File: src/rtl/core/assert_macros.svh
// Assertion macros shared by the im2col address generator RTL.
// Expects i_clk and i_rst_n in the including module.
`ifndef ASSERT_MACROS_SVH
`define ASSERT_MACROS_SVH

// Same-cycle implication.
`define ASSERT_IMPLY(lbl, ante, cons, msg) \
    lbl: assert property (@(posedge i_clk) disable iff (!i_rst_n) (ante) |-> (cons)) \
        else $error(msg);

// Next-cycle implication.
`define ASSERT_NEXT(lbl, ante, cons, msg) \
    lbl: assert property (@(posedge i_clk) disable iff (!i_rst_n) (ante) |=> (cons)) \
        else $error(msg);

`endif

File: src/rtl/core/im2c_pkg.sv
// Types and constants of the im2col address generator.
// No dependencies.
`timescale 1ns / 1ps
`default_nettype none

package im2c_pkg;

    localparam int IDX_W     = 32;
    localparam int SIZE_W    = 10;
    localparam int CH_W      = 10;
    localparam int NIB_W     = 4;
    localparam int POS_W     = 12;
    localparam int CNT_W     = 40;
    localparam int DIV_CNT_W = $clog2(SIZE_W + 1);
    localparam int Q_DEPTH   = 2;
    localparam int Q_PTR_W   = $clog2(Q_DEPTH);
    localparam int Q_CNT_W   = $clog2(Q_DEPTH + 1);
    localparam int APB_DW    = 32;
    localparam int APB_AW    = 5;
    localparam int REG_IDX_W = 3;

    localparam logic [REG_IDX_W-1:0] REG_LAYOUT   = 3'd0;
    localparam logic [REG_IDX_W-1:0] REG_BATCH    = 3'd1;
    localparam logic [REG_IDX_W-1:0] REG_CHANNELS = 3'd2;
    localparam logic [REG_IDX_W-1:0] REG_HEIGHT   = 3'd3;
    localparam logic [REG_IDX_W-1:0] REG_WIDTH    = 3'd4;
    localparam logic [REG_IDX_W-1:0] REG_KERNEL   = 3'd5;
    localparam logic [REG_IDX_W-1:0] REG_STRIDE   = 3'd6;
    localparam logic [REG_IDX_W-1:0] REG_PADDING  = 3'd7;

    localparam logic LAYOUT_NCHW = 1'b0;

    typedef struct packed {
        logic        layout_mode;
        logic [3:0]  batch_count;
        logic [9:0]  channel_count;
        logic [8:0]  image_height;
        logic [8:0]  image_width;
        logic [7:0]  kernel_shape;
        logic [7:0]  stride_shape;
        logic [15:0] padding_shape;
    } t_cfg;

    localparam t_cfg CFG_RESET = '{
        layout_mode:   1'b0,
        batch_count:   4'd1,
        channel_count: 10'd1,
        image_height:  9'd1,
        image_width:   9'd1,
        kernel_shape:  8'h33,
        stride_shape:  8'h11,
        padding_shape: 16'h0000
    };

    typedef struct packed {
        logic valid;
        logic restart;
    } t_item;

    typedef struct packed {
        logic             valid_res;
        logic [IDX_W-1:0] dest_index;
        logic [IDX_W-1:0] source_index;
        logic             is_padding;
        logic             last_element;
        logic             range_error;
    } t_res;

endpackage

`default_nettype wire

File: src/rtl/core/im2c_regs.sv
// APB configuration registers of the im2col address generator.
// Depends on im2c_pkg.
`timescale 1ns / 1ps
`default_nettype none

module im2c_regs (
    input  logic                         i_clk,
    input  logic                         i_rst_n,
    input  logic                         psel,
    input  logic                         penable,
    input  logic                         pwrite,
    input  logic [im2c_pkg::APB_AW-1:0]  paddr,
    input  logic [im2c_pkg::APB_DW-1:0]  pwdata,
    output logic [im2c_pkg::APB_DW-1:0]  prdata,
    output logic                         pready,
    output im2c_pkg::t_cfg               o_cfg,
    output logic                         o_cfg_wr
);

    im2c_pkg::t_cfg                      r_cfg;
    im2c_pkg::t_cfg                      n_cfg;
    logic                                wr;
    logic [im2c_pkg::REG_IDX_W-1:0]      idx;

    assign pready   = 1'b1;
    assign wr       = psel & penable & pwrite;
    assign idx      = paddr[im2c_pkg::APB_AW-1:2];
    assign o_cfg    = r_cfg;
    assign o_cfg_wr = wr;

    always_comb begin
        n_cfg = r_cfg;
        if (wr) begin
            case (idx)
                im2c_pkg::REG_LAYOUT:   n_cfg.layout_mode   = pwdata[0];
                im2c_pkg::REG_BATCH:    n_cfg.batch_count   = pwdata[3:0];
                im2c_pkg::REG_CHANNELS: n_cfg.channel_count = pwdata[9:0];
                im2c_pkg::REG_HEIGHT:   n_cfg.image_height  = pwdata[8:0];
                im2c_pkg::REG_WIDTH:    n_cfg.image_width   = pwdata[8:0];
                im2c_pkg::REG_KERNEL:   n_cfg.kernel_shape  = pwdata[7:0];
                im2c_pkg::REG_STRIDE:   n_cfg.stride_shape  = pwdata[7:0];
                im2c_pkg::REG_PADDING:  n_cfg.padding_shape = pwdata[15:0];
                default: ;
            endcase
        end
    end

    always_comb begin
        case (idx)
            im2c_pkg::REG_LAYOUT:   prdata = im2c_pkg::APB_DW'(r_cfg.layout_mode);
            im2c_pkg::REG_BATCH:    prdata = im2c_pkg::APB_DW'(r_cfg.batch_count);
            im2c_pkg::REG_CHANNELS: prdata = im2c_pkg::APB_DW'(r_cfg.channel_count);
            im2c_pkg::REG_HEIGHT:   prdata = im2c_pkg::APB_DW'(r_cfg.image_height);
            im2c_pkg::REG_WIDTH:    prdata = im2c_pkg::APB_DW'(r_cfg.image_width);
            im2c_pkg::REG_KERNEL:   prdata = im2c_pkg::APB_DW'(r_cfg.kernel_shape);
            im2c_pkg::REG_STRIDE:   prdata = im2c_pkg::APB_DW'(r_cfg.stride_shape);
            im2c_pkg::REG_PADDING:  prdata = im2c_pkg::APB_DW'(r_cfg.padding_shape);
            default:                prdata = '0;
        endcase
    end

    always_ff @(posedge i_clk) begin
        if (!i_rst_n) begin
            r_cfg <= im2c_pkg::CFG_RESET;
        end else begin
            r_cfg <= n_cfg;
        end
    end

endmodule

`default_nettype wire

File: src/rtl/core/im2c_front.sv
// Front end of the im2col address generator: accepts input transactions
// into a short queue that decouples them from the back end. Depends on im2c_pkg.
`timescale 1ns / 1ps
`default_nettype none

module im2c_front (
    input  logic            i_clk,
    input  logic            i_rst_n,
    input  logic            i_valid,
    output logic            o_stall,
    input  logic            i_restart,
    output im2c_pkg::t_item o_item,
    input  logic            i_pop
);

    logic                            r_q [im2c_pkg::Q_DEPTH];
    logic [im2c_pkg::Q_PTR_W-1:0]    r_wp;
    logic [im2c_pkg::Q_PTR_W-1:0]    r_rp;
    logic [im2c_pkg::Q_CNT_W-1:0]    r_cnt;
    logic                            push;

    assign o_stall        = (r_cnt == im2c_pkg::Q_CNT_W'(im2c_pkg::Q_DEPTH));
    assign push           = i_valid & ~o_stall;
    assign o_item.valid   = (r_cnt != '0);
    assign o_item.restart = r_q[r_rp];

    always_ff @(posedge i_clk) begin
        if (push) begin
            r_q[r_wp] <= i_restart;
        end
    end

    always_ff @(posedge i_clk) begin
        if (!i_rst_n) begin
            r_wp  <= '0;
            r_rp  <= '0;
            r_cnt <= '0;
        end else begin
            if (push) begin
                r_wp <= (r_wp == im2c_pkg::Q_PTR_W'(im2c_pkg::Q_DEPTH - 1)) ? '0 : r_wp + 1'b1;
            end
            if (i_pop) begin
                r_rp <= (r_rp == im2c_pkg::Q_PTR_W'(im2c_pkg::Q_DEPTH - 1)) ? '0 : r_rp + 1'b1;
            end
            case ({push, i_pop})
                2'b10:   r_cnt <= r_cnt + 1'b1;
                2'b01:   r_cnt <= r_cnt - 1'b1;
                default: r_cnt <= r_cnt;
            endcase
        end
    end

endmodule

`default_nettype wire

File: src/rtl/core/im2c_div.sv
// Restoring divider for output size computation, one quotient bit per cycle.
// Depends on im2c_pkg.
`timescale 1ns / 1ps
`default_nettype none

module im2c_div (
    input  logic                          i_clk,
    input  logic                          i_rst_n,
    input  logic                          i_start,
    input  logic [im2c_pkg::SIZE_W-1:0]   i_dividend,
    input  logic [im2c_pkg::NIB_W-1:0]    i_divisor,
    output logic                          o_busy,
    output logic [im2c_pkg::SIZE_W-1:0]   o_quotient
);

    logic [im2c_pkg::SIZE_W-1:0]     r_quo;
    logic [im2c_pkg::NIB_W-1:0]      r_rem;
    logic [im2c_pkg::NIB_W-1:0]      r_div;
    logic [im2c_pkg::DIV_CNT_W-1:0]  r_cnt;
    logic                            r_busy;
    logic [im2c_pkg::NIB_W:0]        rem_sh;
    logic                            ge;
    logic [im2c_pkg::NIB_W:0]        rem_nx;

    assign rem_sh     = {r_rem, r_quo[im2c_pkg::SIZE_W-1]};
    assign ge         = (rem_sh >= {1'b0, r_div});
    assign rem_nx     = ge ? rem_sh - {1'b0, r_div} : rem_sh;
    assign o_busy     = r_busy;
    assign o_quotient = r_quo;

    always_ff @(posedge i_clk) begin
        if (i_start) begin
            r_quo <= i_dividend;
            r_rem <= '0;
            r_div <= i_divisor;
        end else if (r_busy) begin
            r_quo <= {r_quo[im2c_pkg::SIZE_W-2:0], ge};
            r_rem <= rem_nx[im2c_pkg::NIB_W-1:0];
        end
    end

    always_ff @(posedge i_clk) begin
        if (!i_rst_n) begin
            r_busy <= 1'b0;
            r_cnt  <= '0;
        end else if (i_start) begin
            r_busy <= 1'b1;
            r_cnt  <= im2c_pkg::DIV_CNT_W'(im2c_pkg::SIZE_W);
        end else if (r_busy) begin
            r_cnt  <= r_cnt - 1'b1;
            r_busy <= (r_cnt != im2c_pkg::DIV_CNT_W'(1));
        end
    end

endmodule

`default_nettype wire

File: src/rtl/core/im2c_back.sv
// Back end of the im2col address generator: walks the column matrix, forms
// destination and source indexes and holds the result. Depends on im2c_pkg,
// im2c_div and assert_macros.svh.
`timescale 1ns / 1ps
`default_nettype none
`include "assert_macros.svh"

module im2c_back #(
    parameter int MAX_BATCH      = 8,
    parameter int MAX_CHANNELS   = 512,
    parameter int MAX_IMAGE_SIZE = 256,
    parameter int MAX_KERNEL     = 15,
    parameter int INDEX_BITS     = 32
) (
    input  logic            i_clk,
    input  logic            i_rst_n,
    input  im2c_pkg::t_cfg  i_cfg,
    input  logic            i_cfg_wr,
    input  im2c_pkg::t_item i_item,
    output logic            o_pop,
    output logic            o_valid,
    input  logic            i_stall,
    output im2c_pkg::t_res  o_res
);

    typedef enum logic [4:0] {
        S_IDLE = 5'b00001,
        S_DIV  = 5'b00010,
        S_IDX  = 5'b00100,
        S_EMIT = 5'b01000,
        S_OUT  = 5'b10000
    } t_state;

    localparam int SW = im2c_pkg::SIZE_W;
    localparam int NW = im2c_pkg::NIB_W;
    localparam int PW = im2c_pkg::POS_W;
    localparam int IW = im2c_pkg::IDX_W;

    t_state                          r_state, n_state;
    logic [SW-1:0]                   r_rows, n_rows, r_cols, n_cols;
    logic [SW-1:0]                   r_orp, n_orp, r_ocp, n_ocp;
    logic [NW-1:0]                   r_kc, n_kc, r_kr, n_kr, r_img, n_img;
    logic [im2c_pkg::CH_W-1:0]       r_ch, n_ch;
    logic signed [PW-1:0]            r_row_base, n_row_base, r_col_base, n_col_base;
    logic [im2c_pkg::CNT_W-1:0]      r_count, n_count;
    logic                            r_done, n_done;
    logic [1:0]                      r_step, n_step;
    logic [IW-1:0]                   r_acc, n_acc;
    im2c_pkg::t_res                  r_res, n_res;

    logic [NW-1:0]                   kh, kw, sh, sw, pt, pl, pb, pr;
    logic [SW-1:0]                   tot_h, tot_w;
    logic                            sizes_ok, fits;
    logic signed [PW-1:0]            row, col;
    logic                            pad;
    logic [SW-1:0]                   mul_m, mul_a;
    logic [IW-1:0]                   mac;
    logic                            kc_end, kr_end, ch_end, img_end, orp_end, ocp_end;
    logic                            last, err;
    logic                            div_start, busy_h, busy_w;
    logic [SW-1:0]                   quo_h, quo_w;

    assign kh = i_cfg.kernel_shape[7:4];
    assign kw = i_cfg.kernel_shape[3:0];
    assign sh = i_cfg.stride_shape[7:4];
    assign sw = i_cfg.stride_shape[3:0];
    assign pt = i_cfg.padding_shape[15:12];
    assign pl = i_cfg.padding_shape[11:8];
    assign pb = i_cfg.padding_shape[7:4];
    assign pr = i_cfg.padding_shape[3:0];

    assign tot_h = SW'(i_cfg.image_height) + SW'(pt) + SW'(pb);
    assign tot_w = SW'(i_cfg.image_width) + SW'(pl) + SW'(pr);

    assign sizes_ok = (i_cfg.batch_count != '0) && (32'(i_cfg.batch_count) <= MAX_BATCH)
                   && (i_cfg.channel_count != '0)
                   && (32'(i_cfg.channel_count) <= MAX_CHANNELS)
                   && (i_cfg.image_height != '0)
                   && (32'(i_cfg.image_height) <= MAX_IMAGE_SIZE)
                   && (i_cfg.image_width != '0)
                   && (32'(i_cfg.image_width) <= MAX_IMAGE_SIZE)
                   && (kh != '0) && (32'(kh) <= MAX_KERNEL)
                   && (kw != '0) && (32'(kw) <= MAX_KERNEL)
                   && (sh != '0) && (sw != '0);
    assign fits = (tot_h >= SW'(kh)) && (tot_w >= SW'(kw));

    assign row = $signed(PW'(r_kr)) + r_row_base;
    assign col = $signed(PW'(r_kc)) + r_col_base;
    assign pad = (row < 0) || (col < 0)
              || (row >= $signed(PW'(i_cfg.image_height)))
              || (col >= $signed(PW'(i_cfg.image_width)));

    always_comb begin
        case ({i_cfg.layout_mode, r_step})
            {im2c_pkg::LAYOUT_NCHW, 2'd0}: begin
                mul_m = SW'(i_cfg.channel_count);
                mul_a = SW'(r_ch);
            end
            {im2c_pkg::LAYOUT_NCHW, 2'd1}: begin
                mul_m = SW'(i_cfg.image_height);
                mul_a = row[SW-1:0];
            end
            {im2c_pkg::LAYOUT_NCHW, 2'd2}: begin
                mul_m = SW'(i_cfg.image_width);
                mul_a = col[SW-1:0];
            end
            {~im2c_pkg::LAYOUT_NCHW, 2'd0}: begin
                mul_m = SW'(i_cfg.image_height);
                mul_a = row[SW-1:0];
            end
            {~im2c_pkg::LAYOUT_NCHW, 2'd1}: begin
                mul_m = SW'(i_cfg.image_width);
                mul_a = col[SW-1:0];
            end
            default: begin
                mul_m = SW'(i_cfg.channel_count);
                mul_a = SW'(r_ch);
            end
        endcase
    end

    assign mac = IW'(r_acc * IW'(mul_m)) + IW'(mul_a);

    assign kc_end  = (r_kc == kw - 1'b1);
    assign kr_end  = (r_kr == kh - 1'b1);
    assign ch_end  = (r_ch == i_cfg.channel_count - 1'b1);
    assign img_end = (r_img == i_cfg.batch_count - 1'b1);
    assign orp_end = (r_orp == r_rows - 1'b1);
    assign ocp_end = (r_ocp == r_cols - 1'b1);
    assign last    = kc_end && kr_end && ch_end && img_end && orp_end && ocp_end;
    assign err     = (|(r_count >> INDEX_BITS)) || (!pad && (|(r_acc >> INDEX_BITS)));

    im2c_div u_div_h (
        .i_clk      (i_clk),
        .i_rst_n    (i_rst_n),
        .i_start    (div_start),
        .i_dividend (tot_h - SW'(kh)),
        .i_divisor  (sh),
        .o_busy     (busy_h),
        .o_quotient (quo_h)
    );

    im2c_div u_div_w (
        .i_clk      (i_clk),
        .i_rst_n    (i_rst_n),
        .i_start    (div_start),
        .i_dividend (tot_w - SW'(kw)),
        .i_divisor  (sw),
        .o_busy     (busy_w),
        .o_quotient (quo_w)
    );

    always_comb begin
        n_state    = r_state;
        n_rows     = r_rows;
        n_cols     = r_cols;
        n_orp      = r_orp;
        n_ocp      = r_ocp;
        n_kc       = r_kc;
        n_kr       = r_kr;
        n_ch       = r_ch;
        n_img      = r_img;
        n_row_base = r_row_base;
        n_col_base = r_col_base;
        n_count    = r_count;
        n_done     = r_done;
        n_step     = r_step;
        n_acc      = r_acc;
        n_res      = r_res;
        o_pop      = 1'b0;
        div_start  = 1'b0;

        case (r_state)
            S_IDLE: begin
                if (i_item.valid) begin
                    o_pop = 1'b1;
                    if (i_item.restart) begin
                        n_done = 1'b1;
                        if (sizes_ok && fits) begin
                            div_start = 1'b1;
                            n_state   = S_DIV;
                        end else begin
                            n_res   = '0;
                            n_state = S_OUT;
                        end
                    end else if (r_done) begin
                        n_res   = '0;
                        n_state = S_OUT;
                    end else begin
                        n_acc   = IW'(r_img);
                        n_step  = '0;
                        n_state = S_IDX;
                    end
                end
            end
            S_DIV: begin
                if (!busy_h && !busy_w) begin
                    n_rows     = quo_h + 1'b1;
                    n_cols     = quo_w + 1'b1;
                    n_orp      = '0;
                    n_ocp      = '0;
                    n_kc       = '0;
                    n_kr       = '0;
                    n_ch       = '0;
                    n_img      = '0;
                    n_row_base = $signed(PW'(0) - PW'(pt));
                    n_col_base = $signed(PW'(0) - PW'(pl));
                    n_count    = '0;
                    n_done     = 1'b0;
                    n_acc      = '0;
                    n_step     = '0;
                    n_state    = S_IDX;
                end
            end
            S_IDX: begin
                n_acc  = mac;
                n_step = r_step + 1'b1;
                if (r_step == 2'd2) begin
                    n_state = S_EMIT;
                end
            end
            S_EMIT: begin
                n_res.valid_res    = 1'b1;
                n_res.dest_index   = r_count[IW-1:0];
                n_res.source_index = pad ? '0 : r_acc;
                n_res.is_padding   = pad;
                n_res.last_element = last;
                n_res.range_error  = err;
                n_state            = S_OUT;
                if (last) begin
                    n_done = 1'b1;
                end else begin
                    n_count = r_count + 1'b1;
                    if (i_cfg.layout_mode == im2c_pkg::LAYOUT_NCHW) begin
                        if (ocp_end) begin
                            n_ocp      = '0;
                            n_col_base = $signed(PW'(0) - PW'(pl));
                            if (orp_end) begin
                                n_orp      = '0;
                                n_row_base = $signed(PW'(0) - PW'(pt));
                                if (img_end) begin
                                    n_img = '0;
                                    if (kc_end) begin
                                        n_kc = '0;
                                        if (kr_end) begin
                                            n_kr = '0;
                                            n_ch = r_ch + 1'b1;
                                        end else begin
                                            n_kr = r_kr + 1'b1;
                                        end
                                    end else begin
                                        n_kc = r_kc + 1'b1;
                                    end
                                end else begin
                                    n_img = r_img + 1'b1;
                                end
                            end else begin
                                n_orp      = r_orp + 1'b1;
                                n_row_base = r_row_base + $signed(PW'(sh));
                            end
                        end else begin
                            n_ocp      = r_ocp + 1'b1;
                            n_col_base = r_col_base + $signed(PW'(sw));
                        end
                    end else begin
                        if (kc_end) begin
                            n_kc = '0;
                            if (kr_end) begin
                                n_kr = '0;
                                if (ch_end) begin
                                    n_ch = '0;
                                    if (ocp_end) begin
                                        n_ocp      = '0;
                                        n_col_base = $signed(PW'(0) - PW'(pl));
                                        if (orp_end) begin
                                            n_orp      = '0;
                                            n_row_base = $signed(PW'(0) - PW'(pt));
                                            n_img      = r_img + 1'b1;
                                        end else begin
                                            n_orp      = r_orp + 1'b1;
                                            n_row_base = r_row_base + $signed(PW'(sh));
                                        end
                                    end else begin
                                        n_ocp      = r_ocp + 1'b1;
                                        n_col_base = r_col_base + $signed(PW'(sw));
                                    end
                                end else begin
                                    n_ch = r_ch + 1'b1;
                                end
                            end else begin
                                n_kr = r_kr + 1'b1;
                            end
                        end else begin
                            n_kc = r_kc + 1'b1;
                        end
                    end
                end
            end
            S_OUT: begin
                if (!i_stall) begin
                    n_state = S_IDLE;
                end
            end
            default: begin
                n_state = S_IDLE;
            end
        endcase

        if (i_cfg_wr) begin
            n_done = 1'b1;
        end
    end

    assign o_valid = (r_state == S_OUT);
    assign o_res   = r_res;

    always_ff @(posedge i_clk) begin
        r_acc <= n_acc;
        r_res <= n_res;
    end

    always_ff @(posedge i_clk) begin
        if (!i_rst_n) begin
            r_state    <= S_IDLE;
            r_rows     <= '0;
            r_cols     <= '0;
            r_orp      <= '0;
            r_ocp      <= '0;
            r_kc       <= '0;
            r_kr       <= '0;
            r_ch       <= '0;
            r_img      <= '0;
            r_row_base <= '0;
            r_col_base <= '0;
            r_count    <= '0;
            r_done     <= 1'b1;
            r_step     <= '0;
        end else begin
            r_state    <= n_state;
            r_rows     <= n_rows;
            r_cols     <= n_cols;
            r_orp      <= n_orp;
            r_ocp      <= n_ocp;
            r_kc       <= n_kc;
            r_kr       <= n_kr;
            r_ch       <= n_ch;
            r_img      <= n_img;
            r_row_base <= n_row_base;
            r_col_base <= n_col_base;
            r_count    <= n_count;
            r_done     <= n_done;
            r_step     <= n_step;
        end
    end

    `ASSERT_IMPLY(a_empty_res_zero, o_valid && !o_res.valid_res, (o_res.dest_index == '0) && (o_res.source_index == '0) && !o_res.is_padding && !o_res.last_element && !o_res.range_error, "empty result carries nonzero fields")
    `ASSERT_IMPLY(a_pad_src_zero, o_valid && o_res.valid_res && o_res.is_padding, o_res.source_index == '0, "padding element with nonzero source index")
    `ASSERT_NEXT(a_last_ends_seq, (r_state == S_EMIT) && last, r_done, "sequence still running after last element")
    `ASSERT_IMPLY(a_div_idle_start, div_start, !busy_h && !busy_w, "divider restarted while busy")

endmodule

`default_nettype wire

File: src/rtl/core/im2col_address_generator_core.sv
// im2col address generator: one column matrix element per advance transaction.
// Each transaction is popped by the back end, passes three index multiply-add steps, an emit
// state and the output state; an empty result goes straight from pop to output. A restart
// first runs the output size division. The back end takes the next transaction only after
// its output is taken. Reset: synchronous active low; no sequence runs.
// Depends on im2c_pkg, im2c_regs, im2c_front, im2c_back.
`timescale 1ns / 1ps
`default_nettype none

module im2col_address_generator_core #(
    parameter int MAX_BATCH      = 8,
    parameter int MAX_CHANNELS   = 512,
    parameter int MAX_IMAGE_SIZE = 256,
    parameter int MAX_KERNEL     = 15,
    parameter int INDEX_BITS     = 32
) (
    input  logic                           i_clk,
    input  logic                           i_rst_n,
    input  logic                           psel,
    input  logic                           penable,
    input  logic                           pwrite,
    input  logic [im2c_pkg::APB_AW-1:0]    paddr,
    input  logic [im2c_pkg::APB_DW-1:0]    pwdata,
    output logic [im2c_pkg::APB_DW-1:0]    prdata,
    output logic                           pready,
    input  logic                           i_in_valid,
    output logic                           o_in_stall,
    input  logic                           i_restart,
    output logic                           o_out_valid,
    input  logic                           i_out_stall,
    output logic                           o_valid_res,
    output logic [im2c_pkg::IDX_W-1:0]     o_dest_index,
    output logic [im2c_pkg::IDX_W-1:0]     o_source_index,
    output logic                           o_is_padding,
    output logic                           o_last_element,
    output logic                           o_range_error
);

    im2c_pkg::t_cfg  cfg;
    logic            cfg_wr;
    im2c_pkg::t_item item;
    logic            pop;
    im2c_pkg::t_res  res;

    im2c_regs u_regs (
        .i_clk    (i_clk),
        .i_rst_n  (i_rst_n),
        .psel     (psel),
        .penable  (penable),
        .pwrite   (pwrite),
        .paddr    (paddr),
        .pwdata   (pwdata),
        .prdata   (prdata),
        .pready   (pready),
        .o_cfg    (cfg),
        .o_cfg_wr (cfg_wr)
    );

    im2c_front u_front (
        .i_clk     (i_clk),
        .i_rst_n   (i_rst_n),
        .i_valid   (i_in_valid),
        .o_stall   (o_in_stall),
        .i_restart (i_restart),
        .o_item    (item),
        .i_pop     (pop)
    );

    im2c_back #(
        .MAX_BATCH      (MAX_BATCH),
        .MAX_CHANNELS   (MAX_CHANNELS),
        .MAX_IMAGE_SIZE (MAX_IMAGE_SIZE),
        .MAX_KERNEL     (MAX_KERNEL),
        .INDEX_BITS     (INDEX_BITS)
    ) u_back (
        .i_clk    (i_clk),
        .i_rst_n  (i_rst_n),
        .i_cfg    (cfg),
        .i_cfg_wr (cfg_wr),
        .i_item   (item),
        .o_pop    (pop),
        .o_valid  (o_out_valid),
        .i_stall  (i_out_stall),
        .o_res    (res)
    );

    assign o_valid_res    = res.valid_res;
    assign o_dest_index   = res.dest_index;
    assign o_source_index = res.source_index;
    assign o_is_padding   = res.is_padding;
    assign o_last_element = res.last_element;
    assign o_range_error  = res.range_error;

endmodule

`default_nettype wire

File: config.mk
export PLATFORM = sky130hd
export DESIGN_NAME = im2col_address_generator_core
export DESIGN_NICKNAME = d
export VERILOG_FILES = /design/src/rtl/core/im2c_pkg.sv /design/src/rtl/core/im2c_regs.sv /design/src/rtl/core/im2c_front.sv /design/src/rtl/core/im2c_div.sv /design/src/rtl/core/im2c_back.sv /design/src/rtl/core/im2col_address_generator_core.sv
export VERILOG_INCLUDE_DIRS = /design/src /design/src/rtl/core
export SDC_FILE = /design/constraint.sdc
export NUM_CORES = 2
export LEC_CHECK = 0
export BUFFER_PORTS_ARGS = -buffer_cell sky130_fd_sc_hd__buf_2
export CORE_UTILIZATION = 59
export CTS_BUF_LIST = sky130_fd_sc_hd__clkbuf_4 sky130_fd_sc_hd__clkbuf_8
export CTS_CLUSTER_DIAMETER = 120
export DETAILED_ROUTE_END_ITERATION = 10
export PLACE_DENSITY_LB_ADDON = 0.2
export SYNTH_ARGS = -nofsm -noshare
export SYNTH_HDL_FRONTEND = slang
export SYNTH_HIERARCHICAL = 1
export SYNTH_SLANG_ARGS = --single-unit
File: constraint.sdc
create_clock -name i_clk -period 7.9 [get_ports i_clk]
set_clock_uncertainty 0.15 [all_clocks]
set_input_delay 1.58 -clock i_clk [delete_from_list [all_inputs] [get_ports i_clk]]
set_output_delay 1.58 -clock i_clk [all_outputs]
set_load 0.05 [all_outputs]
==> impl_results.md <==
* Static Leakage at approximately 14 nW
* Hold crit path type: register to register
* Reg2Reg Setup Slack at 370 ps
* Synth warn at 6
* Root Driver: clkbuf_8
* CP startpoint kind: register
* Via/cell ratio at 6.041
* Final ANT Viol Nets at 0
* Core Box Area at 48950 µm²
* CP delay by family, top: adder cells
* Commonest non-fill, non-tap cell in the layout: nand2_1
* Die H at 224.7 µm
* Max-slew violations at 0
* Flops & latches, synth at 352
* Die Wd at 224.7 µm
* CTS max path bufs at 3
* Peak fanout along the critical path at 11
* TNS Setup at 0 ps
* Htree depth at 3
* Post_cts resized at 0
* Overflow after GRT at 0
* Crit Path Class: register to register
* RR Endpoint: u_back/r_acc[31]$_DFFE_PP_
* Max cap viols at 0
* Syn Inst Count at about 3200
* Largest net degree at the start of global routing at 85
* # rows at between 80 and 90
* Detailed Route Iter0 Violations at 2027
* Number of distinct library cells after synthesis at 100
* CP max stage delay at around 570 ps
* Hold depth at 2
* Seq/Total Area, Yosys at 28.53%
* WL final at 82660 µm
* Status: complete, no violations
* Hold Fails Final Rpt at 0
* CTS Buf Count at between 60 and 70
* DIE AREA at 50500 µm²
* Hold_buf cts at 0
* Max frequency at between 100 and 150 MHz
* Ys flop type: dfxtp_1
* Slew @ Worst Pin at 1178 ps
* Share of post-route cells with drive strength above 1 at 11.75%
* Final Wtd Congestion at approximately 0.96
* # DRC at 0
* Hold EP: u_back/u_div_w/r_rem[3]$_SDFFE_PP0P_
* FFs w/ async S/R, synth at 0%
* CTS Sinks at 352
* Final Cell Area at roughly 32000 µm²
* Most frequent CP cell: fa_1
* CP max stage cell: fa_1
* Synth top area share at 15.39%
* WP data arrival at 7790 ps
* Vias in the first global route at between 20000 and 25000
* Global-route wire length before repair at 132100 µm
* Detailed Routing Iterations Pass 1 at 6
* Post-synth EDFFs at 130
* R2r startpoint: u_back/r_step[0]$_SDFFE_PN0P_
* Slew headroom at 21.46%
* CP Capture Type: register
* Fillers at 4011
* VDD IR max at 201.4 µV
* Synth area leader: fa_1
* P&R area growth vs syn at 9.500%
* Worst Hold Slack at 332.1 ps
* Clk pin slew, worst setup/hold paths at 60 ps
* Area post-placement at 30550 µm²
* Worst skew pair latency at around 660 ps
* CP bufs+invs at 7
* Layout net count at 3754
* Port bufs at between 100 and 150
* Total number of vias at 24440
* Source of the worst hold timing path: u_back/u_div_w/r_rem[3]$_SDFFE_PP0P_
* PwrDens at approximately 170 nW/µm²
* Crit share post-route at 95.36%
* Total Routing Usage GR at 33.43%
* Routed length per instance at 20.44 µm
* Worst Reg-to-Reg Cells at 28
* CP Depth at 28
* Antenna violations before repair at 2
* Multi-input gate area at roughly 19000 µm²
* # IOs at 148
* Estimated wirelength of the detail-placed design at a little over 60000 µm
* CTS tree: done
* Top cells by area, synth: fa_1 15%, dfxtp_1 15%, edfxtp_1 13%, ha_1 6.7%, nand2_1 4.8%
* Cell area after synthesis at a little under 30000 µm²
* Final Util at between 60% and 70%
* RSZ-0062 raised after global routing: true
* CP Data Required Time at 8150 ps
* Final setup viols at 0
* Initial Util at 59.79%
* Sequential cell area at 8348 µm²
* Min Tclk post-route at ~7500 ps
* Most frequent cells in the layout: 375 x nand2_1, 359 x inv_1, 225 x fa_1
* Post CTS Setup Buffer Count at 0
* Syn avg cell area at 9.035 µm²
[worst max path at each step]
stage	start	endpoint	slack, ps
floorplan	u_regs/o_cfg[64]$_SDFFE_PN0P_	u_back/r_acc[24]$_DFFE_PP_	370
global placement	u_back/r_step[0]$_SDFFE_PN0P_	u_back/r_acc[31]$_DFFE_PP_	280
detailed placement	u_back/r_step[0]$_SDFFE_PN0P_	u_back/r_acc[31]$_DFFE_PP_	90
CTS	u_back/r_step[0]$_SDFFE_PN0P_	u_back/r_acc[31]$_DFFE_PP_	50
global route	u_back/r_step[0]$_SDFFE_PN0P_	u_back/r_acc[28]$_DFFE_PP_	-20
finish	u_back/r_step[0]$_SDFFE_PN0P_	u_back/r_acc[31]$_DFFE_PP_	370
[metrics by stage]
step | std cells | power (W) | worst slack (ps)
5_1_grt | 4044 | 0.005818 | -24.88
3_5_place_dp | 3922 | 0.003649 | 92.34
2_1_floorplan | 3254 | 0.003334 | 371.3
6_report | 4045 | 0.005570 | 366.6
3_3_place_gp | 3922 | 0.003623 | 275.8
4_1_cts | 4044 | 0.005606 | 54.53
[sequential cells by signal (all words and copies together) (netlist names), 12 cells and up, named ones only]
register and count:
u_back/o_res 68, u_back/r_acc 32, u_back/r_col_base 12, u_back/r_count 40, u_back/r_row_base 12, u_regs/o_cfg 65
[cells by family (layout without fill, tap and decap cells)]
| group | count (synthesis) | after routing | synth area share, % |
|---|---|---|---|
| adders and majority gates | 382 | 382 | 22.10 |
| DFF | 352 | 352 | 28.52 |
| AOI/OAI and AO/OA | 539 | 539 | 12.64 |
| and+or+nand+nor | 1130 | 1130 | 19.82 |
| buffers and inverters | 541 | 667 | 7.379 |
| muxes | 109 | 109 | 3.908 |
| other | 2 | 18 | 0.02566 |
| xor gates and xnor gates | 184 | 184 | 5.601 |
[cell type report]
cell class | count | share of cell area [%]
Antenna cell | 1 | 0.007809
Clock buffer | 103 | 4.014
Clock inverter | 19 | 0.4841
Inverter | 362 | 4.240
Multi-Input combinational cell | 2361 | 59.09
Sequential cell | 352 | 26.05
Tap cell | 664 | 2.593
Timing Repair Buffer | 183 | 3.522
[cells in the mapped netlist (60+ instances only)]
library cell / number
a21o_1: 60
a21oi_1: 114
and2_1: 135
clkbuf_1: 126
dfxtp_1: 222
edfxtp_1: 130
fa_1: 225
ha_1: 157
inv_1: 360
mux2i_1: 76
nand2_1: 376
nand3_1: 74
nor2_1: 173
o21ai_0: 98
xnor2_1: 100
xor2_1: 82
[worst reg2reg max path, delay by kind of cell, from the launching register on]
family | cells | cell delay [ps]
AO/OA/AOI/OAI | 7 | 1440
XOR/XNOR | 1 | 190
adder cells (fa/ha/maj) | 7 | 3180
flip-flops | 1 | 400
buffers and inverters | 7 | 850
multiplexers | 1 | 300
AND/OR/NAND/NOR | 5 | 780
[metal layers]
layer | part of all wire [%] | global-route usage (%) | up-vias
met4 | 2.9 | 12.18 | 0
met1 | 43 | 45.63 | 12020
met3 | 8.3 | 6.610 | 178
met5 | 0 | 0 | -
li1 | - | - | 11220
met2 | 46 | 52.70 | 1024
[power breakdown]
part           switching [W]  leakage (nW)  internal (W)
registers          0.0000664          2.94       0.00210
logic                0.00106          10.1      0.000406
clock network       0.000833         0.760       0.00111
(Power assumes the default switching activity.)
